[config.mk]
export PLATFORM = sky130hd
export DESIGN_NAME = led_strip_mode_sequencer
export DESIGN_NICKNAME = d
export VERILOG_FILES = /design/src/hw/rtl/lsms_pkg.sv /design/src/hw/rtl/lsms_step.sv /design/src/hw/rtl/led_strip_mode_sequencer.sv
export SDC_FILE = /design/constraint.sdc
export NUM_CORES = 1
export LEC_CHECK = 0
export BUFFER_PORTS_ARGS = -buffer_cell sky130_fd_sc_hd__clkbuf_2
export CAP_MARGIN = 20
export CORE_AREA = 4 4 244 246
export CTS_BUF_LIST = sky130_fd_sc_hd__clkbuf_16
export DETAILED_ROUTE_END_ITERATION = 7
export DIE_AREA = 0 0 248 250
export SLEW_MARGIN = 10
export SYNTH_ARGS = -nofsm -noshare
export SYNTH_HDL_FRONTEND = slang
export SYNTH_HIERARCHICAL = 1
export SYNTH_SLANG_ARGS = --single-unit
[constraint.sdc]
create_clock -name clk -period 6.56 [get_ports clk]
set_input_delay 0.328 -clock clk [delete_from_list [all_inputs] [get_ports clk]]
set_output_delay 0.328 -clock clk [all_outputs]
set_load 0.02 [all_outputs]
[src/hw/rtl/lsms_pkg.sv]
// ----------------------------------------------------------------------------
// lsms_pkg
// Shared types, codes and helper functions of the LED strip mode sequencer.
// ----------------------------------------------------------------------------
`default_nettype none

package lsms_pkg;

  localparam int unsigned MS_W    = 31;
  localparam int unsigned TIME_W  = 32;
  localparam int unsigned COLOR_W = 8;
  localparam int unsigned RGBW_W  = 4 * COLOR_W;
  localparam int unsigned FUNC_W  = 3;
  localparam int unsigned MODE_W  = 3;
  localparam int unsigned CFG_IDX_W  = 2;
  localparam int unsigned CFG_DATA_W = MS_W;

  localparam logic [COLOR_W-1:0] LEVEL_DIM  = 8'd40;
  localparam logic [COLOR_W-1:0] LEVEL_FULL = 8'd255;
  localparam logic [COLOR_W-1:0] LEVEL_ZERO = 8'd0;

  localparam logic [MS_W-1:0] IDLE_FADE_MS   = 31'd5000;
  localparam logic [MS_W-1:0] ACTIVE_FADE_MS = 31'd500;
  localparam logic [MS_W-1:0] OFF_FADE_MS    = 31'd500;
  localparam logic [MS_W-1:0] TIMEOUT_RST_MS = 31'd60000;

  typedef enum logic [MODE_W-1:0] {
    MODE_STARTUP = 3'd0,
    MODE_IDLE    = 3'd1,
    MODE_ACTIVE  = 3'd2,
    MODE_CUSTOM  = 3'd3,
    MODE_ENDLESS = 3'd4,
    MODE_SETOFF  = 3'd5,
    MODE_OFF     = 3'd6
  } mode_t;

  typedef enum logic [FUNC_W-1:0] {
    FUNC_TICK      = 3'd0,
    FUNC_PING      = 3'd1,
    FUNC_PRESENT   = 3'd2,
    FUNC_ENABLE    = 3'd3,
    FUNC_DISABLE   = 3'd4,
    FUNC_PANIC_OFF = 3'd5
  } func_t;

  localparam logic [CFG_IDX_W-1:0] CFG_DIMMING = 2'd0;
  localparam logic [CFG_IDX_W-1:0] CFG_WHITE   = 2'd1;
  localparam logic [CFG_IDX_W-1:0] CFG_ENDLESS = 2'd2;
  localparam logic [CFG_IDX_W-1:0] CFG_TIMEOUT = 2'd3;

  typedef struct packed {
    logic            dimming;
    logic            white;
    logic            endless;
    logic [MS_W-1:0] timeout;
  } cfg_t;

  // Colors are packed with red in the low byte and white in the high byte.
  typedef struct packed {
    mode_t             mode;
    logic              ping_valid;
    logic [TIME_W-1:0] ping_time;
    logic              custom_valid;
    logic [RGBW_W-1:0] custom_rgbw;
    logic [MS_W-1:0]   custom_fade;
    logic [MS_W-1:0]   custom_hold;
    logic [TIME_W-1:0] custom_start;
    logic              fade_busy;
  } state_t;

  typedef struct packed {
    logic [FUNC_W-1:0] func;
    logic [TIME_W-1:0] now;
    logic [RGBW_W-1:0] rgbw;
    logic [MS_W-1:0]   duration;
    logic [MS_W-1:0]   transition;
    logic              done;
  } item_t;

  typedef struct packed {
    logic              cmd_valid;
    logic [RGBW_W-1:0] rgbw;
    logic [MS_W-1:0]   fade;
    mode_t             mode;
  } result_t;

  function automatic logic [RGBW_W-1:0] pack_rgbw(
    input logic [COLOR_W-1:0] r,
    input logic [COLOR_W-1:0] g,
    input logic [COLOR_W-1:0] b,
    input logic [COLOR_W-1:0] w
  );
    return {w, b, g, r};
  endfunction

  // A negative wrapped difference never counts as elapsed.
  function automatic logic elapsed_over(
    input logic [TIME_W-1:0] a,
    input logic [TIME_W-1:0] b,
    input logic [MS_W-1:0]   limit
  );
    logic [TIME_W-1:0] d;
    d = a - b;
    return !d[TIME_W-1] && (d[MS_W-1:0] > limit);
  endfunction

endpackage

`default_nettype wire

[src/hw/rtl/lsms_step.sv]
// ----------------------------------------------------------------------------
// lsms_step
// Next-state and command logic for one event, applied to the held state.
// ----------------------------------------------------------------------------
`default_nettype none

module lsms_step (
  input  wire lsms_pkg::cfg_t    cfg,
  input  wire lsms_pkg::state_t  st,
  input  wire lsms_pkg::item_t   item,
  output lsms_pkg::state_t       st_nxt,
  output lsms_pkg::result_t      res
);

  logic                          ping_over;
  logic                          custom_over;
  logic                          active;
  logic [lsms_pkg::RGBW_W-1:0]   idle_rgbw;
  logic [lsms_pkg::RGBW_W-1:0]   active_rgbw;
  logic                          cmd_on;
  logic [lsms_pkg::RGBW_W-1:0]   cmd_rgbw;
  logic [lsms_pkg::MS_W-1:0]     cmd_fade;

  assign ping_over   = lsms_pkg::elapsed_over(item.now, st.ping_time, cfg.timeout);
  assign custom_over = lsms_pkg::elapsed_over(item.now, st.custom_start, st.custom_hold);
  assign active      = !cfg.dimming || (st.ping_valid && !ping_over);

  assign idle_rgbw = cfg.white ?
    lsms_pkg::pack_rgbw(lsms_pkg::LEVEL_ZERO, lsms_pkg::LEVEL_ZERO,
                        lsms_pkg::LEVEL_ZERO, lsms_pkg::LEVEL_DIM) :
    lsms_pkg::pack_rgbw(lsms_pkg::LEVEL_DIM, lsms_pkg::LEVEL_DIM,
                        lsms_pkg::LEVEL_DIM, lsms_pkg::LEVEL_DIM);
  assign active_rgbw = cfg.white ?
    lsms_pkg::pack_rgbw(lsms_pkg::LEVEL_ZERO, lsms_pkg::LEVEL_ZERO,
                        lsms_pkg::LEVEL_ZERO, lsms_pkg::LEVEL_FULL) :
    lsms_pkg::pack_rgbw(lsms_pkg::LEVEL_FULL, lsms_pkg::LEVEL_FULL,
                        lsms_pkg::LEVEL_FULL, lsms_pkg::LEVEL_FULL);

  always_comb begin
    st_nxt   = st;
    cmd_on   = 1'b0;
    cmd_rgbw = '0;
    cmd_fade = '0;
    case (lsms_pkg::func_t'(item.func))
      lsms_pkg::FUNC_TICK: begin
        if (cfg.dimming && st.ping_valid && ping_over) begin
          st_nxt.ping_valid = 1'b0;
        end
        case (st.mode)
          lsms_pkg::MODE_STARTUP: begin
            cmd_on      = 1'b1;
            cmd_rgbw    = idle_rgbw;
            cmd_fade    = lsms_pkg::IDLE_FADE_MS;
            st_nxt.mode = lsms_pkg::MODE_IDLE;
          end
          lsms_pkg::MODE_IDLE: begin
            if (st.custom_valid) begin
              cmd_on      = 1'b1;
              cmd_rgbw    = st.custom_rgbw;
              cmd_fade    = st.custom_fade;
              st_nxt.mode = lsms_pkg::MODE_CUSTOM;
            end else if (active) begin
              cmd_on      = 1'b1;
              cmd_rgbw    = active_rgbw;
              cmd_fade    = lsms_pkg::ACTIVE_FADE_MS;
              st_nxt.mode = lsms_pkg::MODE_ACTIVE;
            end
          end
          lsms_pkg::MODE_ACTIVE: begin
            if (st.custom_valid) begin
              cmd_on      = 1'b1;
              cmd_rgbw    = st.custom_rgbw;
              cmd_fade    = st.custom_fade;
              st_nxt.mode = lsms_pkg::MODE_CUSTOM;
            end else if (!active) begin
              cmd_on      = 1'b1;
              cmd_rgbw    = idle_rgbw;
              cmd_fade    = lsms_pkg::IDLE_FADE_MS;
              st_nxt.mode = lsms_pkg::MODE_IDLE;
            end
          end
          lsms_pkg::MODE_CUSTOM: begin
            // A zero hold in endless mode parks the color once the fade ends.
            if (!cfg.endless || (st.custom_hold != '0)) begin
              if (custom_over) begin
                st_nxt.custom_valid = 1'b0;
                cmd_on              = 1'b1;
                cmd_fade            = st.custom_fade;
                cmd_rgbw            = active ? active_rgbw : idle_rgbw;
                st_nxt.mode         = active ? lsms_pkg::MODE_ACTIVE
                                             : lsms_pkg::MODE_IDLE;
              end
            end else if (!st.fade_busy) begin
              st_nxt.custom_valid = 1'b0;
              st_nxt.mode         = lsms_pkg::MODE_ENDLESS;
            end
          end
          lsms_pkg::MODE_ENDLESS: begin
            if (cfg.endless && st.custom_valid) begin
              cmd_on      = 1'b1;
              cmd_rgbw    = st.custom_rgbw;
              cmd_fade    = st.custom_fade;
              st_nxt.mode = lsms_pkg::MODE_CUSTOM;
            end
          end
          lsms_pkg::MODE_SETOFF: begin
            cmd_on      = 1'b1;
            cmd_rgbw    = '0;
            cmd_fade    = lsms_pkg::OFF_FADE_MS;
            st_nxt.mode = lsms_pkg::MODE_OFF;
          end
          default: begin
          end
        endcase
        // A fade issued on this tick can already be reported finished.
        st_nxt.fade_busy = (st.fade_busy || cmd_on) && !item.done;
      end
      lsms_pkg::FUNC_PING: begin
        st_nxt.ping_valid = 1'b1;
        st_nxt.ping_time  = item.now;
      end
      lsms_pkg::FUNC_PRESENT: begin
        st_nxt.custom_valid = 1'b1;
        st_nxt.custom_rgbw  = item.rgbw;
        st_nxt.custom_hold  = item.duration;
        st_nxt.custom_fade  = item.transition;
        st_nxt.custom_start = item.now;
      end
      lsms_pkg::FUNC_ENABLE: begin
        st_nxt.mode = lsms_pkg::MODE_STARTUP;
      end
      lsms_pkg::FUNC_DISABLE: begin
        st_nxt.mode = lsms_pkg::MODE_SETOFF;
      end
      lsms_pkg::FUNC_PANIC_OFF: begin
        st_nxt.mode = lsms_pkg::MODE_OFF;
      end
      default: begin
      end
    endcase
  end

  assign res.cmd_valid = cmd_on;
  assign res.rgbw      = cmd_rgbw;
  assign res.fade      = cmd_fade;
  assign res.mode      = st_nxt.mode;

endmodule

`default_nettype wire

[src/hw/rtl/led_strip_mode_sequencer.sv]
// ----------------------------------------------------------------------------
// led_strip_mode_sequencer
// Event-driven mode sequencer for an LED strip that issues fade commands.
// ----------------------------------------------------------------------------
//  Channel | Handshake          | Payload
//  --------+--------------------+---------------------------------------------
//  in      | in_valid/in_stall  | func, now_ms, color_rgbw, duration, transition, done
//  out     | out_valid/out_stall| cmd_valid, target_rgbw, fade_ms, mode
//  cfg     | cfg_we             | cfg_index, cfg_data
//
//  An event is captured in an input register, evaluated against the mode
//  state and written to the output register: one event per cycle while the
//  output register is not stalled.
//  Reset puts the block in startup mode with all pending requests cleared.
//  A stalled output register holds the input register, which then stalls in.
// ----------------------------------------------------------------------------
`default_nettype none

module led_strip_mode_sequencer (
  input  wire                                clk,
  input  wire                                rst_n,
  input  wire                                in_valid,
  output logic                               in_stall,
  input  wire  [lsms_pkg::FUNC_W-1:0]        in_func,
  input  wire  [lsms_pkg::TIME_W-1:0]        in_now_ms,
  input  wire  [lsms_pkg::COLOR_W-1:0]       in_color_r,
  input  wire  [lsms_pkg::COLOR_W-1:0]       in_color_g,
  input  wire  [lsms_pkg::COLOR_W-1:0]       in_color_b,
  input  wire  [lsms_pkg::COLOR_W-1:0]       in_color_w,
  input  wire  [lsms_pkg::MS_W-1:0]          in_duration_ms,
  input  wire  [lsms_pkg::MS_W-1:0]          in_transition_ms,
  input  wire                                in_transition_done,
  output logic                               out_valid,
  input  wire                                out_stall,
  output logic                               out_cmd_valid,
  output logic [lsms_pkg::COLOR_W-1:0]       out_target_r,
  output logic [lsms_pkg::COLOR_W-1:0]       out_target_g,
  output logic [lsms_pkg::COLOR_W-1:0]       out_target_b,
  output logic [lsms_pkg::COLOR_W-1:0]       out_target_w,
  output logic [lsms_pkg::MS_W-1:0]          out_fade_ms,
  output logic [lsms_pkg::MODE_W-1:0]        out_mode,
  input  wire                                cfg_we,
  input  wire  [lsms_pkg::CFG_IDX_W-1:0]     cfg_index,
  input  wire  [lsms_pkg::CFG_DATA_W-1:0]    cfg_data
);

  lsms_pkg::cfg_t    cfg_r;
  lsms_pkg::state_t  st_r;
  lsms_pkg::state_t  st_nxt;
  lsms_pkg::item_t   item_r;
  lsms_pkg::result_t res_nxt;
  lsms_pkg::result_t res_r;
  logic              item_valid_r;
  logic              out_valid_r;
  logic              out_free;
  logic              fire;
  logic              in_take;

  assign out_free = !out_valid_r || !out_stall;
  assign fire     = item_valid_r && out_free;
  assign in_stall = item_valid_r && !out_free;
  assign in_take  = in_valid && !in_stall;

  lsms_step u_step (
    .cfg    (cfg_r),
    .st     (st_r),
    .item   (item_r),
    .st_nxt (st_nxt),
    .res    (res_nxt)
  );

  always_ff @(posedge clk) begin
    if (!rst_n) begin
      cfg_r.dimming <= 1'b1;
      cfg_r.white   <= 1'b0;
      cfg_r.endless <= 1'b0;
      cfg_r.timeout <= lsms_pkg::TIMEOUT_RST_MS;
    end else if (cfg_we) begin
      case (cfg_index)
        lsms_pkg::CFG_DIMMING: cfg_r.dimming <= cfg_data[0];
        lsms_pkg::CFG_WHITE:   cfg_r.white   <= cfg_data[0];
        lsms_pkg::CFG_ENDLESS: cfg_r.endless <= cfg_data[0];
        lsms_pkg::CFG_TIMEOUT: cfg_r.timeout <= cfg_data[lsms_pkg::MS_W-1:0];
        default: begin
        end
      endcase
    end
  end

  always_ff @(posedge clk) begin
    if (!rst_n) begin
      st_r.mode         <= lsms_pkg::MODE_STARTUP;
      st_r.ping_valid   <= 1'b0;
      st_r.ping_time    <= '0;
      st_r.custom_valid <= 1'b0;
      st_r.custom_rgbw  <= '0;
      st_r.custom_fade  <= '0;
      st_r.custom_hold  <= '0;
      st_r.custom_start <= '0;
      st_r.fade_busy    <= 1'b0;
    end else if (fire) begin
      st_r <= st_nxt;
    end
  end

  always_ff @(posedge clk) begin
    if (!rst_n) begin
      item_valid_r <= 1'b0;
    end else if (in_take) begin
      item_valid_r <= 1'b1;
    end else if (fire) begin
      item_valid_r <= 1'b0;
    end
  end

  always_ff @(posedge clk) begin
    if (in_take) begin
      item_r.func       <= in_func;
      item_r.now        <= in_now_ms;
      item_r.rgbw       <= lsms_pkg::pack_rgbw(in_color_r, in_color_g, in_color_b,
                                               in_color_w);
      item_r.duration   <= in_duration_ms;
      item_r.transition <= in_transition_ms;
      item_r.done       <= in_transition_done;
    end
  end

  always_ff @(posedge clk) begin
    if (!rst_n) begin
      out_valid_r <= 1'b0;
    end else if (fire) begin
      out_valid_r <= 1'b1;
    end else if (!out_stall) begin
      out_valid_r <= 1'b0;
    end
  end

  always_ff @(posedge clk) begin
    if (fire) begin
      res_r <= res_nxt;
    end
  end

  assign out_valid     = out_valid_r;
  assign out_cmd_valid = res_r.cmd_valid;
  assign out_target_r  = res_r.rgbw[lsms_pkg::COLOR_W-1:0];
  assign out_target_g  = res_r.rgbw[2*lsms_pkg::COLOR_W-1:lsms_pkg::COLOR_W];
  assign out_target_b  = res_r.rgbw[3*lsms_pkg::COLOR_W-1:2*lsms_pkg::COLOR_W];
  assign out_target_w  = res_r.rgbw[4*lsms_pkg::COLOR_W-1:3*lsms_pkg::COLOR_W];
  assign out_fade_ms   = res_r.fade;
  assign out_mode      = res_r.mode;

endmodule

`default_nettype wire
# [Word-level counts from Yosys, hierarchy flattened]
# Index checks and enable logic that the tools add are counted.
# W data, S select, Z words.
[totals] reg_bits=397 inputBits=168 output_inout_bits=69 wordCells=138
[classes] n_reduce_logical=41 eq_ne=18 order_cmp=2 n_mux=50 n_addsub=2
[ops] cell="$mux W32" count=8
[ops] cell="$pmux W31 S6" count=1
[ops] cell="$pmux W32 S5" count=1
[ops] cell="$mux W31" count=5
[ops] cell="$sub A32 B32 Y32" count=2
[ops] cell="$gt A31 B31 Y1" count=2
[ops] cell="$reduce_bool A31 Y1" count=1
[ops] cell="$mux W24" count=1
[ops] cell="$mux W3" count=8
[ops] cell="$mux W22" count=1
[ops] cell="$pmux W3 S6" count=1
[ops] cell="$mux W1" count=17
[ops] cell="$reduce_and A2 Y1" count=7
[ops] cell="$mux W13" count=1
[ops] cell="$eq A3 B2 Y1 const B" count=4
[ops] cell="$eq A3 B3 Y1 const B" count=4
[ops] cell="$pmux W3 S4" count=1
[ops] cell="$logic_and A1 B1 Y1" count=10
[ops] cell="$logic_not A1 Y1" count=10
[ops] cell="$mux W9" count=1
[ops] cell="$eq A3 B1 Y1 const B" count=2
[ops] cell="$logic_not A3 Y1" count=2
[ops] cell="$ne A3 B2 Y1 const B" count=2
[ops] cell="$reduce_bool A2 Y1" count=3
[ops] cell="12 further kinds" count=18

# [Logic depth before layout (Yosys ltp)]
# Gate-level depths: netlist (run 1).
[logic_depth] word_depth=12 depth_mapped=28 ltp_nobuf=27

# [Cells and area by module]
# Netlist (run 1), hierarchy kept.
[modules_own_cells] mod="led_strip_mode_sequencer" instances=1 cells_each=1067 area_per_inst_um2=13925.9 seq_area_each_um2=9919.5
[modules_own_cells] mod="lsms_step" instances=1 cells_each=1219 area_per_inst_um2=7768.7 seq_area_each_um2=0.0

# [Worst setup path before layout (run 1)]
# OpenSTA, ideal clock, no wires.
[synth_path] path_kind="register -> register" startpoint="reg out_valid_r, in the netlist out_valid" endpoint="reg item_r[0] (netlist bit), enable pin" path_slack_ps=-467 stages_incl_launch_ff=3 period_less_slack_ps=7027 t_arrival_ps=6394 required_time_ps=5927 cell_sequence="dfxtp_1 > and3_1 > nor2b_1"
[synth_between] elab_chain_len=6
[synth_rtl] item="start: declaration" line="led_strip_mode_sequencer.sv:54" source="logic out_valid_r;"
[synth_rtl] item="start signal: assignment" line="led_strip_mode_sequencer.sv:130" source="out_valid_r <= 1'b0;"
[synth_rtl] item="start signal: assignment" line="led_strip_mode_sequencer.sv:132" source="out_valid_r <= 1'b1;"
[synth_rtl] item="start signal: assignment" line="led_strip_mode_sequencer.sv:134" source="out_valid_r <= 1'b0;"
[synth_rtl] item="$logic_not A1 Y1" line="led_strip_mode_sequencer.sv:59" source="assign out_free = !out_valid_r || !out_stall;"
[synth_rtl] item="$logic_or A1 B1 Y1" line="led_strip_mode_sequencer.sv:59"
[synth_rtl] item="$logic_not A1 Y1" line="led_strip_mode_sequencer.sv:61" source="assign in_stall = item_valid_r && !out_free;"
[synth_rtl] item="$logic_and A1 B1 Y1" line="led_strip_mode_sequencer.sv:61"
[synth_rtl] item="net in_stall" line="led_strip_mode_sequencer.sv:23" source="output logic in_stall,"
[synth_rtl] item="$logic_not A1 Y1" line="led_strip_mode_sequencer.sv:62" source="assign in_take = in_valid && !in_stall;"
[synth_rtl] item="$logic_and A1 B1 Y1" line="led_strip_mode_sequencer.sv:62"
[synth_rtl] item="net in_take" line="led_strip_mode_sequencer.sv:57" source="logic in_take;"
[synth_rtl] item="end: declaration" line="led_strip_mode_sequencer.sv:50" source="lsms_pkg::item_t item_r;"
# The timed path passes the listed nets, and every way through them passes these cells.
# A chain may end at the register's enable or synchronous reset.

# [Worst setup path in the final report (run 1)]
[layout_path] startpoint="reg item_r[99] (netlist bit)" endpoint="reg res_r, in the netlist out_fade_ms[7] (data pin)"
[layout_between] elab_chain_len=9
[layout_rtl] item="$sub A32 B32 Y32" line="lsms_pkg.sv:103" source="d = a - b;"
[layout_rtl] item="$gt A31 B31 Y1 or $logic_not A1 Y1 (tied branches)" line="lsms_pkg.sv:104" source="return !d[TIME_W-1] && (d[MS_W-1:0] > limit);"
[layout_rtl] item="$logic_and A1 B1 Y1" line="lsms_pkg.sv:104"
[layout_rtl] item="$logic_not A1 Y1" line="lsms_step.sv:26" source="assign active = !cfg.dimming || (st.ping_valid && !ping_over);"
[layout_rtl] item="$logic_and A1 B1 Y1" line="lsms_step.sv:26"
[layout_rtl] item="$logic_or A1 B1 Y1" line="lsms_step.sv:26"
[layout_rtl] item="$mux W13 or $mux W9 (tied branches)" line="lsms_step.sv:75, lsms_step.sv:62"
[layout_rtl] item="$mux W31, on equally long branches" line="lsms_step.sv:70, lsms_step.sv:57"
[layout_rtl] item="$pmux W31 S6 *" line="lsms_step.sv:49" source="case (st.mode)"
[layout_rtl] item="end signal: assignment" line="led_strip_mode_sequencer.sv:140" source="res_r <= res_nxt;"
[layout_rtl] item="end: declaration" line="led_strip_mode_sequencer.sv:52" source="lsms_pkg::result_t res_r;"
# Every way passes the cells marked *; elsewhere a longest branch is shown, timed or not.

==> flow_summary.toml, run 1 <==
[route]
first_pass_iters = 5
drt_iter0_markers = 928
drt-vias-per-instance = 4.97
routed_wl_um = 56700
vias = 17000
wl_per_cell_um = 16.6
drcViolationCount = 0
drtAntennaViolNets = 0

[placement]
io_buffers = 236
gp_congestion = 0.877
hpwl_um = 38600
place_ws_ps = 339

[global_routing]
grt_antenna_before_repair = 0
grt_pass1_vias = 17000
grt_pass1_wl_um = 89600
overflow = 0
grt_max_degree = 239
grtUsageTotal_pct = 17.9

[floorplan]
die_width_um = 248
start_util_pct = 37.8
row_count = 88
ioPinCount = 237
die-area_um2 = 62000
placeableCoreArea_um2 = 57400
die_h_um = 250

[timing]
fin_crit_sh_pct = 93.8
final_max_slew_viol_count = 0
period_needed_ps = 6150
rsz0062_at_grt = "no"
fin_setup_tns_ps = 0
final-setup-viol-count = 0
clock_skew_ps = 15.9
clock.fmax_mhz = 163
max_slew_margin_pct = 24.8
finalWorstSetupSlack_ps = 408
worstMarginPinSlew_ps = 1120
final-hold-violation-count = 0

[worst_setup_path]
cpMostUsedCell = "a21oi_1"
start_kind = "flip-flop"
max_stage_delay_ps = 860
cp_max_fo = 6
crit_path_top_delay_cell = "nor3_1"
cp-end-kind = "flip-flop"
path_cells = "ha_1 -> a21o_1 -> a211o_1 -> o2111ai_1 -> a21oi_1 -> a21o_1 -> a31o_2 -> a31oi_1 -> o21bai_1 -> a21oi_1 -> xnor2_1 -> ha_1 -> and4_1 -> nand2_1 -> a21oi_1 -> a21boi_0 -> nor3_1 -> a21oi_4 -> o31a_1 -> or4_1 -> o21ai_0"
arrival_ps = 6560
path_class = "flip-flop to flip-flop"
cp.required_ps = 6970

[job]
cap_violations = 0

[hold_path]
hold_class = "input pin to flip-flop"

[yosys]
ys_ff_latch = 397
syn-num-nets = 2580
ys_seq_area_share_pct = 45.7
syn_avg_cell_area_um2 = 9.49
yosys.area.top_type = "edfxtp_1"
async_flop_share_pct = 0
synth_top_area_share_pct = 27.3
syn_inst = 2286
ys.flop_type = "dfxtp_1"
netlist_area_um2 = 21700
synthDistinctLibCells = 75
ys_top_cells_by_area = "edfxtp_1 27%, dfxtp_1 18%, nand2_1 9.8%"
synthTopCellsByCount = "566 x nand2_1, 200 x dfxtp_1, 197 x edfxtp_1"
synth_warnings = 6
synth-edff-count = 197
synth.most_common_cell = "nand2_1"

[pwr]
seq_power_share_pct = 42.4
internal_power_mw = 4.87
clock_power_share_pct = 44.3
max-vdd-ir-drop_v = 0.000172
combPwrFrac_pct = 13.2
pwr_density_cell_nw_per_um2 = 244
switching_power_mw = 1.63
swShare_pct = 25.1
power.leakage_nw = 10.4

[final_layout]
final_nets = 2912
syn2layout_area_growth_pct = 22.6
drive_gt1_share_pct = 15.8

[clock_tree]
root_buffer = "clkbuf_16"
cts_max_level = 2
clock_latency_ps = 570
clock-sinks = 397
cts_max_path_buffers = 3
cts_tree = "built"
path_clk_slew_ps = 60
cts_buffers = 47

[outcome]
outcome = "finished clean"
## state kept, by name, indices dropped and copies added, names as in the netlist
register       flops
cfg_r             34
st_r             164
out_mode           3
out_target_w       8
out_target_b       8
out_cmd_valid      1
out_target_g       8
item_r           130
item_valid_r       1
out_valid          1
out_fade_ms       31
out_target_r       8
## cell type report
class,instances,area [um2]
clock inverter,40,538
clock buffer,47,1180
sequential,397,9920
inverter,155,582
fill,5376,30800
multi-input combinational,1612,10500
antenna,1,2.50
tap,765,957
timing repair buffer,405,2880
## power by group through the flow
| stage | logic [mW] | registers (mW) | clock network [mW] |
|---|---|---|---|
| finish | 0.861 | 2.76 | 2.88 |
| global route | 0.956 | 2.76 | 3.08 |
| CTS | 0.861 | 2.76 | 2.97 |
| detailed placement | 0.782 | 2.81 | 0 |
| global placement | 0.761 | 2.81 | 0 |
| floorplan | 0.553 | 2.81 | 0 |
## per-stage QoR
stage	cell area [um2]	hold WS (ps)	power, mW	std cells	utilization [%]
after global placement	23300	442	3.57	3180	40.7
after detailed placement	23300	446	3.59	3180	40.7
after global routing	26600	26.9	6.80	3421	46.3
final	26600	46.4	6.50	3422	46.4
after CTS	26600	4.02	6.59	3421	46.3
after floorplan	21700	427	3.36	2286	-
## critical path: cells and delay by family, from the launching register on
family | cells | cell delay (ps)
flip-flops | 1 | 440
XOR/XNOR | 1 | 100
AND/OR/NAND/NOR | 4 | 1720
AO/OA/AOI/OAI | 14 | 3020
adder cells (fa/ha/maj) | 2 | 680
## timing repair
action                                  in CTS  in global routing
resized for setup                            0                  3
buffers inserted                             0                  0
endpoints found under the hold margin      154                  0
endpoints found under the setup margin       0                 27
hold buffers                               154                  0
## kinds of logic after synthesis
kind of cell	after synthesis	share of synthesized area, %
mux	257	12.3
compound gates	391	11.3
xor+xnor	54	2.21
flops	397	45.7
simple gates	784	15.3
buf+inv	277	5.90
fa+ha+maj	126	7.34
## routing by layer
metal	track usage (%)	vias to the layer above	share of wire (%)
li1	-	8572	-
met1	22.6	7999	44
met2	31.7	335	49
met3	2.34	87	4.4
met4	5.19	0	2.5
met5	0	-	0
## path summary, 6_finish.rpt
kind	start	end	slack [ps]	cells past startpoint
max	item_r[99]	out_fade_ms[7]	410	21
min reg2reg	st_r[144]	st_r[144]	450	2
max reg2reg	item_r[99]	out_fade_ms[7]	410	21
min	cfg_data[14]	cfg_r[14]	50	3
## cell usage in the layout, fill, tap and decap left out, types with 65 or more instances in the layout
cell and count:
dlygate4sd3_1 154, nand2_1 566, o21ai_0 133, edfxtp_1 197
mux2_2 65, clkbuf_2 235, a21oi_1 101, mux2i_1 191
dfxtp_1 200, ha_1 124, inv_1 160
Note: power is estimated with default switching activity, not from simulation.
==> run 2: changes to the inputs <==
- ABC_AREA: unset -> 1
- CORE_AREA: 4 4 244 246 -> 4 4 252 254
- DIE_AREA: 0 0 248 250 -> 0 0 256 258
==> run 2 against run 1 <==
First-iteration DRC count grew 49%. Largest cell class unchanged. Count of clock-buffer cells in the layout grew 2. Cell area grew 4.0%. Sequential power grew 4%. Via count grew 14%. Clock skew grew 8.2 ps. Non-clock buffer count shrank 3. Flip-flop and latch count is the same. Fmax grew 24%. Critical endpoint is now out_target_r[2]. Highest routed layer unchanged. Routed wire length grew 9.0%. Critical path depth grew 9.
==> flow_summary.toml, run 2 <==
[outcome]
outcome = "finished clean"

[timing]
clock.fmax_mhz = 202
hold_ws_ps = 23.3
worstMarginPinSlew_ps = 1130
period_needed_ps = 4950
clock_skew_ps = 24.1
max_slew_margin_pct = 24.7
final-setup-viol-count = 0
fin_setup_tns_ps = 0
rsz0062_at_grt = "no"
final-hold-violation-count = 0
final_max_slew_viol_count = 0
fin_crit_sh_pct = 75.5

[worst_setup_path]
path_buf_inv = 3
worstSetupStartpoint = "item_r[95]"
cp.required_ps = 6910
r2r_start = "item_r[95]"
crit_family = "simple AND/OR/NAND/NOR gates"
cpMostUsedCell = "nand2_1"
path_class = "flip-flop to flip-flop"
reg2reg_depth = 30
max_stage_delay_ps = 450
cp_max_fo = 18
arrival_ps = 5300
cp-end-kind = "flip-flop"
start_kind = "flip-flop"
cp.depth = 30
crit_path_top_delay_cell = "o21ai_1"

[clock_tree]
path_clk_slew_ps = 60
clock_latency_ps = 600
cts_tree = "built"
cts_max_path_buffers = 3
clock-sinks = 397
hold_buffers = 155
cts_max_level = 2
cts_buffers = 47
cts-resized-gates = 0
root_buffer = "clkbuf_16"
cts_setup_buffers = 0

[final_layout]
drive_gt1_share_pct = 13.8
final_nets = 3434
syn2layout_area_growth_pct = 20.1
largest-register = "st_r"
final_common_cell = "nand2_1"
final_util_pct = 45.1
layout_common_cells = "616 x nand2_1, 324 x inv_1, 314 x nor2_1"
largest_register_ffs = 164
top_regs = "st_r: 164 flops, item_r: 130 flops, cfg_r: 34 flops"

[yosys]
synthDistinctLibCells = 48
syn_avg_cell_area_um2 = 8.11
ys_seq_area_share_pct = 43.1
syn_inst = 2837
synth_top_area_share_pct = 25.7
netlist_area_um2 = 23000
async_flop_share_pct = 0
yosys.area.top_type = "edfxtp_1"
synth.most_common_cell = "nand2_1"
synth-edff-count = 197
syn-num-nets = 3131
synth_warnings = 6
ys_ff_latch = 397
synthTopCellsByCount = "616 x nand2_1, 317 x inv_1, 316 x nor2_1"
ys_top_cells_by_area = "edfxtp_1 26%, dfxtp_1 17%, nand2_1 10%"
ys.flop_type = "dfxtp_1"

[floorplan]
start_util_pct = 37.6
placeableCoreArea_um2 = 61300
die_h_um = 258
die_width_um = 256
die-area_um2 = 66000
ioPinCount = 237
row_count = 91

[route]
drcViolationCount = 0
drt-vias-per-instance = 4.88
first_pass_iters = 5
drtAntennaViolNets = 0
routed_wl_um = 61800
drt_iter0_markers = 1386
wl_per_cell_um = 15.6
vias = 19400

[global_routing]
grt_antenna_before_repair = 1
grt_pass1_vias = 17900
grtUsageTotal_pct = 18.0
grt_pass1_wl_um = 97900
grt_max_degree = 243
overflow = 0

[pwr]
pwr_density_cell_nw_per_um2 = 254
max-vdd-ir-drop_v = 0.000215
power.leakage_nw = 12.3

[placement]
io_buffers = 236
gp_congestion = 0.867
hpwl_um = 41500

[job]
cap_violations = 0

[hold_path]
hold_class = "input pin to flip-flop"
hold_depth = 3
worstHoldStart = "cfg_data[7]"
[run 2: kinds of logic (layout without fill, tap and decap cells)]
group	count (synthesis)	in the layout	share of synthesized area, %
multiplexers	61	61	2.98
AO/OA/AOI/OAI	457	457	10.5
adder cells (fa/ha/maj)	126	126	6.91
other	0	1	0
buffers and inverters	476	818	9.15
flip-flops	397	397	43.1
XOR/XNOR	59	59	2.24
AND/OR/NAND/NOR	1261	1261	25.2
[run 2: worst register-to-register path: cells and delay by family, from the launching register on]
family                     cells  cell delay [ps]
DFF                            1              310
and+or+nand+nor               20             2520
AOI/OAI and AO/OA              3              730
xor gates and xnor gates       1               80
buffers and inverters          3              200
adders and majority gates      3              910
[run 2: final timing paths]
path | to | slack, ps
worst min register to register | st_r[47] | 480
worst max-delay path | out_target_r[2] | 1610
worst min-delay path | cfg_r[7] | 20
worst max register to register | out_target_r[2] | 1610
[run 2: report_power, final]
group          internal, mW  total [mW]  switching (mW)
clock network          1.64        2.73            1.09
registers              2.76        2.87           0.110
logic                 0.595        1.42           0.821
total                  4.99        7.02            2.02
[run 2: cell type report]
type | count | area [um2]
Timing Repair Buffer | 402 | 2830
Clock inverter | 39 | 399
Tap cell | 790 | 988
Inverter | 328 | 1240
Fill cell | 6054 | 33600
Clock buffer | 49 | 1230
Multi-Input combinational cell | 1964 | 11000
Sequential cell | 397 | 9920
Antenna cell | 1 | 2.50
[run 2: layer usage]
layer  routed length, um  part of all wire, %  vias up  global-route usage, %
met4                1810                  2.9        0                   5.70
met1               29700                   48     8960                   25.5
met3                2450                  4.0      101                   2.39
li1                    -                    -     9933                      -
met5                   0                    0        -                      0
met2               27800                   45      376                   28.6
[run 2: metrics by stage]
stage                     cell area, um2  power [mW]  setup slack, ps  cells
after CTS                          27600        7.10             1690   3969
after detailed placement           24500        4.25             1700   3726
after global placement             24500        4.25             1820   3726
after global routing               27600        7.40             1140   3969
final                              27700        7.02             1610   3970
after floorplan                    23000        3.92             2430   2837
